## config.mk

```make
export PLATFORM = sky130hd
export DESIGN_NAME = der_tlv_header_parser_unit
export DESIGN_NICKNAME = d
export VERILOG_FILES = /design/src/rtl/core/dtlv_pkg.sv /design/src/rtl/core/dtlv_in_stage.sv /design/src/rtl/core/dtlv_decoder.sv /design/src/rtl/core/dtlv_out_stage.sv /design/src/rtl/core/der_tlv_header_parser_unit.sv
export VERILOG_INCLUDE_DIRS = /design/src /design/src/rtl/core
export SDC_FILE = /design/constraint.sdc
export NUM_CORES = 1
export LEC_CHECK = 0
export ABC_AREA = 1
export BUFFER_PORTS_ARGS = -buffer_cell sky130_fd_sc_hd__buf_2
export CORE_MARGIN = 8
export CORE_UTILIZATION = 26
export CTS_CLUSTER_DIAMETER = 60
export DETAILED_ROUTE_END_ITERATION = 8
export PLACE_DENSITY = 0.49
export SLEW_MARGIN = 10
export SYNTH_ARGS = -nofsm -noshare
export SYNTH_HDL_FRONTEND = slang
export SYNTH_SLANG_ARGS = --single-unit
```

## constraint.sdc

```tcl
create_clock -name clk_i -period 5.45 [get_ports clk_i]
set_input_delay 0.545 -clock clk_i [delete_from_list [all_inputs] [get_ports clk_i]]
set_output_delay 0.545 -clock clk_i [all_outputs]
set_load 0.01 [all_outputs]
```

## src/rtl/core/der_tlv_header_parser_unit_macros.svh

```systemverilog
// Assertion macros for the DER TLV header parser.
`ifndef DER_TLV_HEADER_PARSER_UNIT_MACROS_SVH
`define DER_TLV_HEADER_PARSER_UNIT_MACROS_SVH

`ifndef SYNTH

// Same-cycle implication, disabled while reset is low.
`define DTLV_ASSERT_IMP(label, clk, rst_n, ante, cons) \
  label: assert property (@(posedge clk) disable iff (!(rst_n)) (ante) |-> (cons)) \
    else $error("dtlv assertion failed");

// Next-cycle implication, disabled while reset is low.
`define DTLV_ASSERT_NXT(label, clk, rst_n, ante, cons) \
  label: assert property (@(posedge clk) disable iff (!(rst_n)) (ante) |=> (cons)) \
    else $error("dtlv assertion failed");

`else

`define DTLV_ASSERT_IMP(label, clk, rst_n, ante, cons)
`define DTLV_ASSERT_NXT(label, clk, rst_n, ante, cons)

`endif

`endif

```

## src/rtl/core/dtlv_pkg.sv

```systemverilog
package dtlv_pkg;

  localparam int unsigned COUNT_BITS_DEF       = 32;
  localparam int unsigned MAX_LENGTH_BYTES_DEF = 8;

  localparam int unsigned IN_TDATA_W  = 40;
  localparam int unsigned OUT_TDATA_W = 144;

  localparam logic [4:0] HIGH_TAG_MARK = 5'h1F;
  localparam logic [3:0] TAG_BYTES_MAX = 4'd10;

  typedef enum logic [1:0] {
    ERR_OK         = 2'd0,
    ERR_INCOMPLETE = 2'd1,
    ERR_TAG_OVF    = 2'd2,
    ERR_LENGTH     = 2'd3
  } err_e;

  typedef enum logic [1:0] {
    PH_IDENT = 2'd0,
    PH_TAG   = 2'd1,
    PH_LEN   = 2'd2,
    PH_LONG  = 2'd3
  } phase_e;

  typedef struct packed {
    logic [7:0]  data_byte;
    logic [31:0] bytes_after;
  } item_t;

  typedef struct packed {
    err_e        error_code;
    logic [62:0] tag_number;
    logic [1:0]  tag_class;
    logic        constructed;
    logic [4:0]  univ_code;
    logic [63:0] content_len;
    logic [4:0]  hdr_len;
  } result_t;

  // Universal class base tag to type code (0 where the tag has no code).
  function automatic logic [4:0] univ_type(input logic [4:0] base);
    logic [4:0] t;
    case (base)
      5'h01:   t = 5'd1;
      5'h02:   t = 5'd2;
      5'h03:   t = 5'd3;
      5'h04:   t = 5'd4;
      5'h05:   t = 5'd5;
      5'h06:   t = 5'd6;
      5'h0C:   t = 5'd7;
      5'h10:   t = 5'd8;
      5'h11:   t = 5'd9;
      5'h13:   t = 5'd10;
      5'h14:   t = 5'd11;
      5'h16:   t = 5'd12;
      5'h17:   t = 5'd13;
      5'h18:   t = 5'd14;
      5'h1C:   t = 5'd15;
      5'h1E:   t = 5'd16;
      default: t = 5'd0;
    endcase
    return t;
  endfunction

endpackage

```

## src/rtl/core/dtlv_in_stage.sv

```systemverilog
module dtlv_in_stage (
  input  logic                                clk_i,
  input  logic                                rst_ni,
  input  logic                                s_axis_tvalid_i,
  output logic                                s_axis_tready_o,
  input  logic [dtlv_pkg::IN_TDATA_W-1:0]     s_axis_tdata_i,
  input  logic                                advance_i,
  output logic                                valid_o,
  output dtlv_pkg::item_t                     item_o
);

  logic            valid_q, valid_d;
  dtlv_pkg::item_t item_q;
  logic            accept;

  assign s_axis_tready_o = !valid_q || advance_i;
  assign accept          = s_axis_tvalid_i && s_axis_tready_o;
  assign valid_d         = accept || (valid_q && !advance_i);

  always_ff @(posedge clk_i or negedge rst_ni) begin
    if (!rst_ni) begin
      valid_q <= 1'b0;
    end else begin
      valid_q <= valid_d;
    end
  end

  always_ff @(posedge clk_i) begin
    if (accept) begin
      item_q.data_byte   <= s_axis_tdata_i[7:0];
      item_q.bytes_after <= s_axis_tdata_i[39:8];
    end
  end

  assign valid_o = valid_q;
  assign item_o  = item_q;

endmodule

```

## src/rtl/core/dtlv_decoder.sv

```systemverilog
module dtlv_decoder #(
  parameter int unsigned COUNT_BITS       = dtlv_pkg::COUNT_BITS_DEF,
  parameter int unsigned MAX_LENGTH_BYTES = dtlv_pkg::MAX_LENGTH_BYTES_DEF
) (
  input  logic                clk_i,
  input  logic                rst_ni,
  input  logic                advance_i,
  input  dtlv_pkg::item_t     item_i,
  output logic                res_valid_o,
  output dtlv_pkg::result_t   res_o
);

  localparam int unsigned RemW = (COUNT_BITS < 32) ? COUNT_BITS : 32;

  dtlv_pkg::phase_e phase_q, phase_d;
  logic [7:0]  id_q, id_d;
  logic [62:0] tag_acc_q, tag_acc_d;
  logic [3:0]  tag_cnt_q, tag_cnt_d;
  logic [63:0] len_acc_q, len_acc_d;
  logic [3:0]  len_left_q, len_left_d;
  logic [4:0]  hbc_q, hbc_d;

  logic [7:0]      b;
  logic [RemW-1:0] remain;
  logic [63:0]     remain64;
  logic            remain_zero;
  logic [4:0]      hbc_inc;
  logic [62:0]     tag_acc_next;
  logic [3:0]      tag_cnt_next;
  logic [63:0]     len_acc_next;
  logic [3:0]      len_left_next;
  logic [6:0]      n;
  logic [4:0]      base;
  logic            do_err;
  dtlv_pkg::err_e  err_code;
  logic            do_fin;
  logic [63:0]     fin_len;

  assign b             = item_i.data_byte;
  assign remain        = item_i.bytes_after[RemW-1:0];
  assign remain64      = 64'(remain);
  assign remain_zero   = (remain == '0);
  assign hbc_inc       = hbc_q + 5'd1;
  assign tag_acc_next  = {tag_acc_q[55:0], b[6:0]};
  assign tag_cnt_next  = tag_cnt_q + 4'd1;
  assign len_acc_next  = {len_acc_q[55:0], b};
  assign len_left_next = len_left_q - 4'd1;
  assign n             = b[6:0];
  assign base          = id_q[4:0];

  always_comb begin
    phase_d    = phase_q;
    id_d       = id_q;
    tag_acc_d  = tag_acc_q;
    tag_cnt_d  = tag_cnt_q;
    len_acc_d  = len_acc_q;
    len_left_d = len_left_q;
    hbc_d      = hbc_q;
    do_err     = 1'b0;
    err_code   = dtlv_pkg::ERR_OK;
    do_fin     = 1'b0;
    fin_len    = '0;
    res_valid_o = 1'b0;
    res_o       = '0;

    if (advance_i) begin
      hbc_d = hbc_inc;
      case (phase_q)
        dtlv_pkg::PH_IDENT: begin
          id_d      = b;
          tag_acc_d = '0;
          tag_cnt_d = '0;
          if (remain_zero) begin
            do_err   = 1'b1;
            err_code = dtlv_pkg::ERR_INCOMPLETE;
          end else begin
            phase_d = (b[4:0] == dtlv_pkg::HIGH_TAG_MARK) ? dtlv_pkg::PH_TAG
                                                         : dtlv_pkg::PH_LEN;
          end
        end
        dtlv_pkg::PH_TAG: begin
          tag_acc_d = tag_acc_next;
          tag_cnt_d = tag_cnt_next;
          if (tag_cnt_next >= dtlv_pkg::TAG_BYTES_MAX) begin
            do_err   = 1'b1;
            err_code = dtlv_pkg::ERR_TAG_OVF;
          end else if (remain_zero) begin
            do_err   = 1'b1;
            err_code = dtlv_pkg::ERR_INCOMPLETE;
          end else if (!b[7]) begin
            phase_d = dtlv_pkg::PH_LEN;
          end
        end
        dtlv_pkg::PH_LEN: begin
          if (!b[7]) begin
            do_fin  = 1'b1;
            fin_len = 64'(b);
          end else if (n > 7'(MAX_LENGTH_BYTES)) begin
            do_err   = 1'b1;
            err_code = dtlv_pkg::ERR_LENGTH;
          end else if (n == 7'd0) begin
            do_fin  = 1'b1;
            fin_len = '0;
          end else if (remain_zero) begin
            do_err   = 1'b1;
            err_code = dtlv_pkg::ERR_INCOMPLETE;
          end else begin
            len_acc_d  = '0;
            len_left_d = n[3:0];
            phase_d    = dtlv_pkg::PH_LONG;
          end
        end
        dtlv_pkg::PH_LONG: begin
          len_acc_d  = len_acc_next;
          len_left_d = len_left_next;
          if (len_left_next == 4'd0) begin
            do_fin  = 1'b1;
            fin_len = len_acc_next;
          end else if (remain_zero) begin
            do_err   = 1'b1;
            err_code = dtlv_pkg::ERR_INCOMPLETE;
          end
        end
        default: begin
          phase_d = dtlv_pkg::PH_IDENT;
        end
      endcase

      // length must fit in what is left of the buffer
      if (do_fin && (fin_len > remain64)) begin
        do_fin   = 1'b0;
        do_err   = 1'b1;
        err_code = dtlv_pkg::ERR_LENGTH;
      end

      if (do_err) begin
        res_valid_o      = 1'b1;
        res_o.error_code = err_code;
      end else if (do_fin) begin
        res_valid_o       = 1'b1;
        res_o.error_code  = dtlv_pkg::ERR_OK;
        res_o.tag_number  = (base == dtlv_pkg::HIGH_TAG_MARK) ? tag_acc_q : 63'(base);
        res_o.tag_class   = id_q[7:6];
        res_o.constructed = id_q[5];
        res_o.univ_code   = (id_q[7:6] == 2'd0) ? dtlv_pkg::univ_type(base) : 5'd0;
        res_o.content_len = fin_len;
        res_o.hdr_len     = hbc_inc;
      end

      if (do_err || do_fin) begin
        phase_d = dtlv_pkg::PH_IDENT;
        hbc_d   = '0;
      end
    end
  end

  always_ff @(posedge clk_i or negedge rst_ni) begin
    if (!rst_ni) begin
      phase_q    <= dtlv_pkg::PH_IDENT;
      tag_cnt_q  <= '0;
      len_left_q <= '0;
      hbc_q      <= '0;
    end else begin
      phase_q    <= phase_d;
      tag_cnt_q  <= tag_cnt_d;
      len_left_q <= len_left_d;
      hbc_q      <= hbc_d;
    end
  end

  always_ff @(posedge clk_i) begin
    id_q      <= id_d;
    tag_acc_q <= tag_acc_d;
    len_acc_q <= len_acc_d;
  end

endmodule

```

## src/rtl/core/dtlv_out_stage.sv

```systemverilog
module dtlv_out_stage (
  input  logic                              clk_i,
  input  logic                              rst_ni,
  input  logic                              load_i,
  input  dtlv_pkg::result_t                 res_i,
  output logic                              m_axis_tvalid_o,
  input  logic                              m_axis_tready_i,
  output logic [dtlv_pkg::OUT_TDATA_W-1:0]  m_axis_tdata_o
);

  logic              valid_q, valid_d;
  dtlv_pkg::result_t res_q;

  assign valid_d = load_i || (valid_q && !m_axis_tready_i);

  always_ff @(posedge clk_i or negedge rst_ni) begin
    if (!rst_ni) begin
      valid_q <= 1'b0;
    end else begin
      valid_q <= valid_d;
    end
  end

  always_ff @(posedge clk_i) begin
    if (load_i) begin
      res_q <= res_i;
    end
  end

  assign m_axis_tvalid_o = valid_q;
  assign m_axis_tdata_o  = {2'b00, res_q.hdr_len, res_q.content_len,
                            res_q.univ_code, res_q.constructed, res_q.tag_class,
                            res_q.tag_number, res_q.error_code};

endmodule

```

## src/rtl/core/der_tlv_header_parser_unit.sv

```systemverilog
// DER TLV header parser.
// Slave channel: one header byte per item, tdata = {bytes_after, data_byte}, where
// bytes_after is the number of buffer bytes following this byte.
// Master channel: one item per finished or failed header (none for bytes in between).
// An accepted byte waits in the input register, is decoded against the
// running header state, and any result is loaded into the output register:
// m_axis_tvalid_o rises once the last header byte has passed the input register.
// One byte per cycle is taken while no output item is held; the tag and length
// shift-accumulate and the length-against-buffer compare lie between the registers.
// A held output item stalls the decoder only when another byte is waiting, and the
// input register then holds its byte and drops s_axis_tready_o.
// Reset clears both valid flags and returns the decoder to waiting for an
// identifier byte; after any result the next byte is taken as a new identifier.
module der_tlv_header_parser_unit #(
  parameter int unsigned COUNT_BITS       = dtlv_pkg::COUNT_BITS_DEF,
  parameter int unsigned MAX_LENGTH_BYTES = dtlv_pkg::MAX_LENGTH_BYTES_DEF
) (
  input  logic                              clk_i,
  input  logic                              rst_ni,
  input  logic                              s_axis_tvalid_i,
  output logic                              s_axis_tready_o,
  // data_byte[7:0], bytes_after[39:8]
  input  logic [dtlv_pkg::IN_TDATA_W-1:0]   s_axis_tdata_i,
  output logic                              m_axis_tvalid_o,
  input  logic                              m_axis_tready_i,
  // error_code[1:0], tag_number[64:2], tag_class[66:65], constructed[67],
  // univ_code[72:68], content_len[136:73], hdr_len[141:137], zero[143:142]
  output logic [dtlv_pkg::OUT_TDATA_W-1:0]  m_axis_tdata_o
);

`include "der_tlv_header_parser_unit_macros.svh"

  logic              in_valid;
  dtlv_pkg::item_t   in_item;
  logic              advance;
  logic              res_valid;
  dtlv_pkg::result_t res;

  logic                             out_ok;
  logic                             out_held;
  logic [dtlv_pkg::OUT_TDATA_W-1:2] out_rest;
  logic [4:0]                       out_univ;
  logic [1:0]                       out_cls;
  logic [4:0]                       out_hdr_len;

  assign advance = in_valid && (!m_axis_tvalid_o || m_axis_tready_i);

  dtlv_in_stage u_in (
    .clk_i           (clk_i),
    .rst_ni          (rst_ni),
    .s_axis_tvalid_i (s_axis_tvalid_i),
    .s_axis_tready_o (s_axis_tready_o),
    .s_axis_tdata_i  (s_axis_tdata_i),
    .advance_i       (advance),
    .valid_o         (in_valid),
    .item_o          (in_item)
  );

  dtlv_decoder #(
    .COUNT_BITS       (COUNT_BITS),
    .MAX_LENGTH_BYTES (MAX_LENGTH_BYTES)
  ) u_dec (
    .clk_i       (clk_i),
    .rst_ni      (rst_ni),
    .advance_i   (advance),
    .item_i      (in_item),
    .res_valid_o (res_valid),
    .res_o       (res)
  );

  dtlv_out_stage u_out (
    .clk_i           (clk_i),
    .rst_ni          (rst_ni),
    .load_i          (advance && res_valid),
    .res_i           (res),
    .m_axis_tvalid_o (m_axis_tvalid_o),
    .m_axis_tready_i (m_axis_tready_i),
    .m_axis_tdata_o  (m_axis_tdata_o)
  );

  assign out_ok      = (m_axis_tdata_o[1:0] == dtlv_pkg::ERR_OK);
  assign out_held    = m_axis_tvalid_o && !m_axis_tready_i;
  assign out_rest    = m_axis_tdata_o[dtlv_pkg::OUT_TDATA_W-1:2];
  assign out_univ    = m_axis_tdata_o[72:68];
  assign out_cls     = m_axis_tdata_o[66:65];
  assign out_hdr_len = m_axis_tdata_o[141:137];

  // failed headers carry nothing but the code
  `DTLV_ASSERT_IMP(a_err_fields_zero, clk_i, rst_ni, m_axis_tvalid_o && !out_ok, out_rest == '0)
  // a good header has at least identifier and length bytes
  `DTLV_ASSERT_IMP(a_hdr_len_min, clk_i, rst_ni, m_axis_tvalid_o && out_ok, out_hdr_len >= 5'd2)
  // type code only for universal class
  `DTLV_ASSERT_IMP(a_univ_class, clk_i, rst_ni, m_axis_tvalid_o && (out_univ != 0), out_cls == 0)
  // a result is loaded only when the decoder consumes a byte
  `DTLV_ASSERT_NXT(a_load_from_byte, clk_i, rst_ni, !in_valid && !out_held, !m_axis_tvalid_o)

endmodule

```

==> results of run 1 <==
-- registers in the layout (all words and copies together), names as in the netlist --
name                   count
u_dec.id_q                 8
u_dec.len_acc_q           56
u_in.item_o               40
u_dec.hbc_q                5
u_dec.tag_acc_q           63
u_in.valid_o               1
u_out.m_axis_tvalid_o      1
u_dec.tag_cnt_q            4
u_dec.len_left_q           4
u_dec.phase_q              2
u_out.m_axis_tdata_o     142
-- layout make-up --
class                   instances  area [um2]
clock buffers                  53        1071
clock inverters                22       241.5
fillers                      5419       36330
inverters                     284        1071
multi-input cells             602        3176
flip-flops and latches        326        9704
well taps                     696       870.8
repair buffers                198        1033
-- worst paths after layout --
| kind | startpoint | to | slack, ns |
|---|---|---|---|
| min in group asynchronous | rst_ni | u_dec.len_left_q[2] | 0.47 |
| worst max-delay path | u_dec.len_left_q[0] | u_out.m_axis_tdata_o[10] | 1.24 |
| worst max register to register | u_dec.len_left_q[0] | u_out.m_axis_tdata_o[10] | 1.24 |
| worst min register to register | u_dec.tag_cnt_q[3] | u_dec.tag_cnt_q[3] | 0.51 |
| worst min-delay path | s_axis_tdata_i[28] | u_in.item_o[20] | 0.16 |
| max in group asynchronous | rst_ni | u_dec.hbc_q[3] | 4.65 |
-- stage by stage --
stage | utilization (%) | setup WS [ns]
after floorplan | - | 0.5619
after global placement | 29.62 | 1.367
after detailed placement | 29.62 | 1.207
after CTS | 32.09 | 1.134
after global routing | 32.09 | 0.7471
final | 32.09 | 1.240
-- power by group --
group / leakage [nW] / internal, W / switching, W
Sequential: 3.16 / 0.00344 / 0.000277
Clock: 0.640 / 0.00155 / 0.00107
Combinational: 4.18 / 0.000358 / 0.000891
-- per-layer routing --
metal / share of wire [%] / up-vias / wire, um
met5: 0 / - / 0
met4: 2.3 / 0 / 746
met3: 6.1 / 50 / 1969
met2: 46 / 203 / 14730
met1: 46 / 4134 / 14690
li1: - / 4386 / -
-- cell families (layout without fill, tap and decap cells) --
family	count (synthesis)	count (layout)	synth area share [%]
adder cells (fa/ha/maj)	47	47	4.206
XOR/XNOR	5	5	0.3133
AO/OA/AOI/OAI	75	75	3.284
buffers and inverters	320	557	8.895
AND/OR/NAND/NOR	441	441	13.87
flip-flops	326	326	69.40
other	1	34	0.02682
-- synth_stat cells (all sizes together) --
| cell | n | area share, % |
|---|---|---|
| nand3 | 31 | 1.2 |
| xnor2 | 2 | 0.13 |
| o211ai | 9 | 0.48 |
| nand2b | 1 | 0.045 |
| nand3b | 3 | 0.25 |
| inv | 284 | 7.6 |
| o21ai | 29 | 1.1 |
| o41ai | 6 | 0.38 |
| o221ai | 1 | 0.063 |
| a21oi | 21 | 0.78 |
| nor4 | 2 | 0.089 |
| clkbuf | 15 | 0.40 |
| nor3 | 37 | 1.3 |
| a211oi | 1 | 0.054 |
| ha | 47 | 4.2 |
| or2 | 1 | 0.045 |
| nor3b | 15 | 0.81 |
| nand4 | 8 | 0.40 |
| dfrtp | 17 | 3.0 |
| nor2 | 101 | 3.2 |
| buf | 21 | 0.87 |
| xor2 | 3 | 0.19 |
| nand2 | 242 | 6.5 |
| edfxtp | 309 | 66 |
| o22ai | 2 | 0.089 |
| a21o | 2 | 0.11 |
| o31ai | 2 | 0.11 |
| o21a | 2 | 0.11 |
| conb | 1 | 0.027 |
-- what timing repair did --
item,4_1_cts,5_1_grt
setup endpoints to repair,0,0
endpoints found under the hold margin,17,0
hold buffers,1,0
-- worst max-delay path: stages (launching register included) --
cell and delay (ns):
dfrtp_1 0.40, inv_1 0.13, ha_1 0.19, inv_1 0.04
nand2_1 0.08, nand3_2 0.12, nor2_4 0.27, buf_4 0.32
nand2_1 0.12, inv_1 0.08, ha_1 0.16, nand2_1 0.06
nor2_1 0.15, nand4_1 0.11, nor3b_1 0.35, nand3_1 0.13
nand2_1 0.14, nand3_2 0.11, nand3b_4 0.68, nor2_1 0.30
==> flow_summary.toml, run 1 <==
[global_route]
gr-total-overflow = 0
busiest_layer = "met2"
grt_pass1_wl_mm = 49.72
grt_use_total_pct = 10.28
grtUsageMet3_pct = 2.862
grt_pass1_vias = 8996
antenna_found_initial = 0
met2_usage_pct = 16.67
grt_max_degree = 70
grt.met1_usage_pct = 13.21

[critical_path]
start_kind = "register"
path_max_fanout = 58
rr_worst_depth = 19
cp-end-kind = "register"
crit_required_ns = 5.81
setup.worst_path.class = "register to register"
cp.arrival_ns = 4.57

[logic_synthesis]
synth-seq-cells = 326
syn_avg_cell_area_um2 = 11.51
synth_area_um2 = 13980
syn_inst = 1215
ys_warn_count = 0
ys_types = 41
ys_seq_area_share_pct = 69.40

[power_and_ir_drop]
max-vdd-ir-drop_mv = 0.2011
leakagePower_nw = 7.986
power_w = 0.007594
p_per_area_nw_per_um2 = 442.3

[finish]
synthToLayoutAreaGrowth_pct = 22.78
diodes = 0
final_cell_area_um2 = 17170
fin_cells = 2181
final_cell_mix = "edfxtp_1 (309), inv_1 (280), nand2_1 (240)"
layout_commonest_cell = "edfxtp_1"
fin_nets = 1544
drive_gt1_share_pct = 20.00

[floorplan]
ios = 190
die_width_um = 247.9
die_y_um = 247.9
dieArea_um2 = 61450
initial_utilization_pct = 26.14
fp-row-count = 85
coreArea_um2 = 53500

[clock_network]
cts_tree = "built"
htree_levels = 2
cts_setup_buffers = 0
cts_num_sinks = 326
cts.clk_slew.worst_paths_ns = 0.06
ctsResizeCount = 0
clockBufferDepth = 3
insertion_delay_ns = 0.56
root_buffer = "clkbuf_16"
cts_buffers = 41

[sta]
fin_skew_ns = 0.02860
rsz0062_at_grt = "no"
layout_min_cycle_time_ns = 4.210
slew_viol_final = 0
period_share_pct = 77.24
setup_tns_ns = 0
slew-limit-headroom_pct = 28.16
setup_viol = 0
timing.fmax_mhz = 237.5
worstMarginPinSlew_ns = 1.078
hold_slack_ns = 0.1603
finalHoldViolCount = 0

[flow_run]
cap_violations = 0

[placement]
io_buffers = 187
routabilityCongestion = 0.8059
dp_cells = 2105
hpwlAfterDp_mm = 21.99
postPlaceCellArea_um2 = 15850

[detailed_routing]
vias = 8773
first_pass_iters = 5
ant_nets = 0
dr.first_iter.drc_count = 470
route.detailed.drc = 0
wl_per_cell_um = 14.73
via_per_inst = 4.022
wl_mm = 32.14

[hold_path]
min_path_type = "input port to register"
min_path_cells = 1

[status]
status = "finished, final reports clean"
Power figures use the tool's default switching activity.
==> run 2: changes to the inputs <==
--- a/config.mk
+++ b/config.mk
@@ -6,7 +6,7 @@
 export SDC_FILE = /design/constraint.sdc
 export NUM_CORES = 1
 export LEC_CHECK = 0
-export ABC_AREA = 1
+export ABC_AREA = 0
 export BUFFER_PORTS_ARGS = -buffer_cell sky130_fd_sc_hd__buf_2
 export CORE_MARGIN = 8
 export CORE_UTILIZATION = 26
==> constraint.sdc (replaced) <==
create_clock -name clk_i -period 4.05 [get_ports clk_i]
set_input_delay 0.405 -clock clk_i [delete_from_list [all_inputs] [get_ports clk_i]]
set_output_delay 0.405 -clock clk_i [all_outputs]
set_load 0.01 [all_outputs]
==> run 2 against run 1 <==
  * Synthesized cell count decreased by 23%
  * Clock skew decreased by 0.014 ns
  * Die area decreased by 2.6%
  * Sequential share of layout area increased by 0.40 points
  * Non-clock buffer count increased by 24
  * Hold slack got worse by 0.12 ns
  * Global-route usage increased by 0.14 points
  * Design area decreased by 0.71%
  * Via count decreased by 8.0%
  * Flip-flop and latch count unchanged
  * First-iteration DRC count increased by 7.2%
  * Cell count decreased by 13%
  * Critical path type unchanged
==> flow_summary.toml, run 2 <==
[finish]
final_cell_area_um2 = 17050
synthToLayoutAreaGrowth_pct = 25.44
finish.utilization_pct = 33.09
layout_commonest_cell = "edfxtp_1"
final_cell_mix = "edfxtp_1 (309), buf_2 (187), and2_1 (175)"
multi_input_area_um2 = 3699
largest_reg_flops = 142
diodes = 0
fin_nets = 1282
fillCellCount = 5178
drive_gt1_share_pct = 24.96
regArea_um2 = 9704

[power_and_ir_drop]
power_w = 0.01026
leakagePower_nw = 6.881
max-vdd-ir-drop_mv = 0.2626
p_per_area_nw_per_um2 = 601.7

[detailed_routing]
ant_nets = 0
via_per_inst = 4.246
wl_per_cell_um = 17.24
route.detailed.drc = 0
wl_mm = 32.79
vias = 8075
first_pass_iters = 5
dr.first_iter.drc_count = 504

[logic_synthesis]
synthMuxAreaShare_pct = 0.1565
synth-seq-cells = 326
synth_area_um2 = 13590
synth_compound_area_share_pct = 4.521
ys_top_cells_by_count = "edfxtp_1 (309), and2_1 (175), and3_1 (63)"
synthTopCellsByArea = "edfxtp_1 (68%), and2_1 (8.1%), ha_1 (4.3%)"
ys.flop_type = "edfxtp_1"
yosysTopAreaCellShare_pct = 68.28
synth-edff-count = 309
synth_top_family_by_area = "simple AND/OR/NAND/NOR gates"
syn_avg_cell_area_um2 = 14.55
synth_xor_area_share_pct = 0.1934
ys_warn_count = 0
synthArstFlopShare_pct = 5.215
ys_types = 55
synth_simple_gate_area_share_pct = 16.42
synth_top_cell_by_area = "edfxtp_1"
yosysMostFrequentCell = "edfxtp_1"
yosys.area_share.adder_pct = 4.327
syn_inst = 934
ys_seq_area_share_pct = 71.41

[critical_path]
r2r-end = "u_out.m_axis_tdata_o[14]"
path_max_fanout = 25
rr_worst_depth = 18
cp_slowest_cell = "dfrtp_1"
cpMostUsedCell = "buf_4"
cp-end-kind = "register"
setup.worst_path.class = "register to register"
crit_required_ns = 4.34
r2r_start = "u_dec.len_left_q[0]"
cp_num_buf_inv = 5
slowest_delay_ns = 0.41
crit_path_cell_trace = "inv_2 > ha_4 > and3b_1 > a31oi_2 > nor3_2 > buf_6 > and2_1 > ha_1 > nand4_1 > nor4_1 > buf_4 > o21ai_1 > or2_2 > o22ai_4 > nor4_4 > buf_12 > buf_4 > and3_1"
cp.arrival_ns = 4.10
reg2reg_slack_ns = 0.25
start_kind = "register"
cp_top_family = "simple AND/OR/NAND/NOR gates"

[placement]
place_ws_ns = -0.1503
hpwlAfterDp_mm = 22.03
postPlaceCellArea_um2 = 15600
routabilityCongestion = 0.7781
io_buffers = 187

[sta]
worstMarginPinSlew_ns = 0.6892
timing.fmax_mhz = 262.9
fin_skew_ns = 0.01497
setup_viol = 0
period_share_pct = 93.91
finalHoldViolCount = 0
rsz0062_at_grt = "no"
slew_viol_final = 0
setup_tns_ns = 0
slew-limit-headroom_pct = 53.63
layout_min_cycle_time_ns = 3.803
fin_ws_ns = 0.2466

[clock_network]
cts.clk_slew.worst_paths_ns = 0.05
clockBufferDepth = 3
cts_buffers = 41
htree_levels = 2
root_buffer = "clkbuf_16"
insertion_delay_ns = 0.54
cts_tree = "built"
cts_num_sinks = 326

[floorplan]
dieArea_um2 = 59840
fp-row-count = 83
die_width_um = 244.6
coreArea_um2 = 51510
ios = 190
die_y_um = 244.6
initial_utilization_pct = 26.38

[hold_path]
min_path_cells = 1
min_path_type = "input port to register"
hold_start = "s_axis_tdata_i[9]"
hold_end = "u_in.item_o[1]"

[global_route]
grt_use_total_pct = 10.42
antenna_found_initial = 3
grt_pass1_vias = 8286
gr-total-overflow = 0
grt_pass1_wl_mm = 49.02
grt_max_degree = 71

[flow_run]
cap_violations = 0

[status]
status = "finished, final reports clean"
-- run 2: worst register-to-register path: cells and delay by family, from the launching register on --
| kind | cells | cell delay [ns] |
|---|---|---|
| DFF | 1 | 0.41 |
| adders and majority gates | 2 | 0.45 |
| buffers and inverters | 5 | 0.77 |
| AOI/OAI and AO/OA | 3 | 0.45 |
| and+or+nand+nor | 8 | 1.48 |
-- run 2: per-layer routing --
layer	global-route usage, %	wire length, um
met1	13.41	14850
met2	16.89	15410
met3	2.639	1656
met4	3.715	851
met5	0	26
-- run 2: repair_timing --
| item | CTS | global route |
|---|---|---|
| buffers inserted | 1 | 6 |
| setup endpoints to repair | 98 | 74 |
| pin swaps | 3 | 4 |
| endpoints found under the hold margin | 17 | 0 |
| resized for setup | 3 | 7 |
| hold buffers | 1 | 0 |
| cloned | 0 | 1 |
-- run 2: logic make-up after synthesis --
kind of cell / Yosys count
fa+ha+maj: 47
compound gates: 91
xor+xnor: 3
buf+inv: 94
other cells: 1
mux: 2
simple gates: 370
flops: 326
-- run 2: how the worst max path moves through the flow --
stage	slack, ns	endpoint	start	depth (start not counted)
3_3_place_gp	-0.13	u_out.m_axis_tdata_o[24]	u_dec.len_left_q[1]	14
3_5_place_dp	-0.15	u_out.m_axis_tdata_o[25]	u_dec.len_left_q[0]	14
5_1_grt	0.01	u_out.m_axis_tdata_o[3]	u_dec.len_left_q[0]	18
2_1_floorplan	0.006	u_out.m_axis_tdata_o[0]	u_dec.len_left_q[0]	8
4_1_cts	0.01	u_out.m_axis_tdata_o[90]	u_dec.len_left_q[0]	16
6_report	0.25	u_out.m_axis_tdata_o[14]	u_dec.len_left_q[0]	18
-- run 2: per-stage QoR --
step	hold WS, ns	std cells
finish	0.03764	1902
global placement	0.3731	1818
detailed placement	0.3697	1818
CTS	0.002224	1894
global route	0.01397	1902
floorplan	0.1094	967
-- run 2: area by class of cell --
class / count / area share, %
flip-flops and latches: 326 / 56.93
well taps: 680 / 4.991
multi-input cells: 548 / 21.70
clock buffers: 53 / 6.408
inverters: 52 / 1.145
clock inverters: 21 / 1.226
repair buffers: 222 / 7.604
-- run 2: report_power, final --
| group | internal [W] | switching (W) |
|---|---|---|
| clock network | 0.00211 | 0.00142 |
| registers | 0.00464 | 0.000415 |
| logic | 0.000575 | 0.00110 |
| total | 0.00732 | 0.00294 |
==> run 3: changes to the inputs <==
--- a/config.mk
+++ b/config.mk
@@ -12,7 +12,9 @@
 export CORE_UTILIZATION = 26
 export CTS_CLUSTER_DIAMETER = 60
 export DETAILED_ROUTE_END_ITERATION = 8
+export MAX_ROUTING_LAYER = met4
 export PLACE_DENSITY = 0.49
+export SETUP_SLACK_MARGIN = 0.5
 export SLEW_MARGIN = 10
 export SYNTH_ARGS = -nofsm -noshare
 export SYNTH_HDL_FRONTEND = slang
==> run 3 against run 2 <==
  * Critical path depth rose by 2
  * Via count grew 2.4%
  * Cell count rose by 2.8%
  * Sequential share of layout area down 2.7 points
==> flow_summary.toml, run 3 (synthesis gave the netlist of run 2 again) <==
[floorplan]
initial_utilization_pct = 26.38
ios = 190
fp-row-count = 83
coreArea_um2 = 51510
die_y_um = 244.6
dieArea_um2 = 59840
die_width_um = 244.6

[global_route]
gr-total-overflow = 0
busiest_layer = "met2"
grt_max_degree = 68
grt_pass1_vias = 8668
grt_use_total_pct = 11.33
grt_pass1_wl_mm = 51.49
met2_usage_pct = 18.24
antenna_found_initial = 0
grt.met1_usage_pct = 14.20
grtUsageMet3_pct = 2.682

[power_and_ir_drop]
leakagePower_nw = 7.220
max-vdd-ir-drop_mv = 0.3090
p_per_area_nw_per_um2 = 590.3

[clock_network]
cts_num_sinks = 326
root_buffer = "clkbuf_16"
cts_buffers = 42
cts.clk_slew.worst_paths_ns = 0.06
clockBufferDepth = 3
htree_levels = 2
insertion_delay_ns = 0.56
cts_tree = "built"

[detailed_routing]
wl_mm = 34.18
vias = 8270
route.detailed.drc = 0
wl_per_cell_um = 17.47
dr.first_iter.drc_count = 494
via_per_inst = 4.228
first_pass_iters = 4
ant_nets = 0

[sta]
layout_min_cycle_time_ns = 3.773
fin_skew_ns = 0.02161
period_share_pct = 93.16
setup_viol = 0
finalHoldViolCount = 0
rsz0062_at_grt = "yes"
slew-limit-headroom_pct = 22.46
hold_slack_ns = 0.04511
setup_tns_ns = 0
worstMarginPinSlew_ns = 1.160
timing.fmax_mhz = 265.1
slew_viol_final = 0

[finish]
drive_gt1_share_pct = 28.13
synthToLayoutAreaGrowth_pct = 31.72
fin_cells = 1956
fillCellCount = 5082
largest_reg_flops = 142
finish.utilization_pct = 34.75
final_cell_area_um2 = 17900
multi_input_area_um2 = 3875
layout_commonest_cell = "edfxtp_1"
fin_nets = 1336
final_cell_mix = "edfxtp_1 (309), buf_2 (187), and2_1 (169)"
diodes = 0
regArea_um2 = 9704

[critical_path]
crit_path_cell_trace = "inv_2 > ha_4 > and3b_2 > a31oi_4 > nor3_4 > buf_6 > and2_4 > ha_4 > nand4_1 > buf_4 > buf_6 > nor2_2 > a22oi_2 > o211ai_1 > o2bb2ai_2 > nor4_4 > buf_12 > buf_12 > clkbuf_16 > and3_1"
crit_required_ns = 4.48
cp.arrival_ns = 4.20
slowest_delay_ns = 0.41
cp_num_buf_inv = 7
start_kind = "register"
path_max_fanout = 12
cp_slowest_cell = "dfrtp_1"
cp-end-kind = "register"
cp_top_family = "simple AND/OR/NAND/NOR gates"
crit_path_start = "u_dec.len_left_q[1]"
setup.worst_path.class = "register to register"
r2r_start = "u_dec.len_left_q[1]"

[placement]
dp_cells = 1829
postPlaceCellArea_um2 = 15690
routabilityCongestion = 0.7806
hpwlAfterDp_mm = 21.96
io_buffers = 187

[hold_path]
min_path_type = "input port to register"
hold_start = "s_axis_tdata_i[24]"

[flow_run]
cap_violations = 0

[status]
status = "finished, final reports clean"
run 3: cell types whose count changed in the layout (fill, tap and decap cells not counted), sizes merged:
cell,delta
buf,+17
bufbuf,+1
clkinv,+2
clkinvlp,+1
dlygate4sd3,+33
run 3: layout make-up:
class	count	share of cell area [%]
Clock buffer	51	6.060
Multi-Input combinational cell	548	21.65
Inverter	52	1.090
Sequential cell	326	54.21
Clock inverter	24	1.475
Timing Repair Buffer	275	10.76
Tap cell	680	4.753
run 3: power by group:
group / total [W] / leakage [nW] / switching (W) / internal, W
logic: 0.00190 / 3.41 / 0.00117 / 0.000732
clock network: 0.00360 / 0.651 / 0.00147 / 0.00213
registers: 0.00506 / 3.16 / 0.000424 / 0.00464
run 3: per-stage QoR:
stage | total power (W) | setup slack [ns]
floorplan | 0.005977 | 0.006166
global placement | 0.006852 | -0.4117
detailed placement | 0.006871 | -0.4768
CTS | 0.01071 | 0.3823
global route | 0.01112 | 0.09979
finish | 0.01057 | 0.2771
run 3: final timing paths:
path | end | slack, ns | cells after the start
max in group asynchronous | u_out.m_axis_tvalid_o | 3.40 | 2
min in group asynchronous | u_dec.len_left_q[1] | 0.34 | 2
hold reg to reg | u_dec.tag_cnt_q[3] | 0.50 | 2
setup / recovery | u_out.m_axis_tdata_o[23] | 0.28 | 20
setup reg to reg | u_out.m_axis_tdata_o[23] | 0.28 | 20
hold / removal | u_in.item_o[16] | 0.05 | 1
run 3: what timing repair did:
item,in CTS,in global routing
hold buffers,34,0
endpoints found under the hold margin,50,0
pin swaps,9,7
gates cloned,5,2
buffers inserted,11,0
gates resized for setup,29,20
setup endpoints to repair,110,110
run 3: routing by layer:
metal  up-vias  wire length [um]
met5         -                 0
met4         0               692
met3        53              1693
met2       174             16380
met1      4027             15420
li1       4016                 -
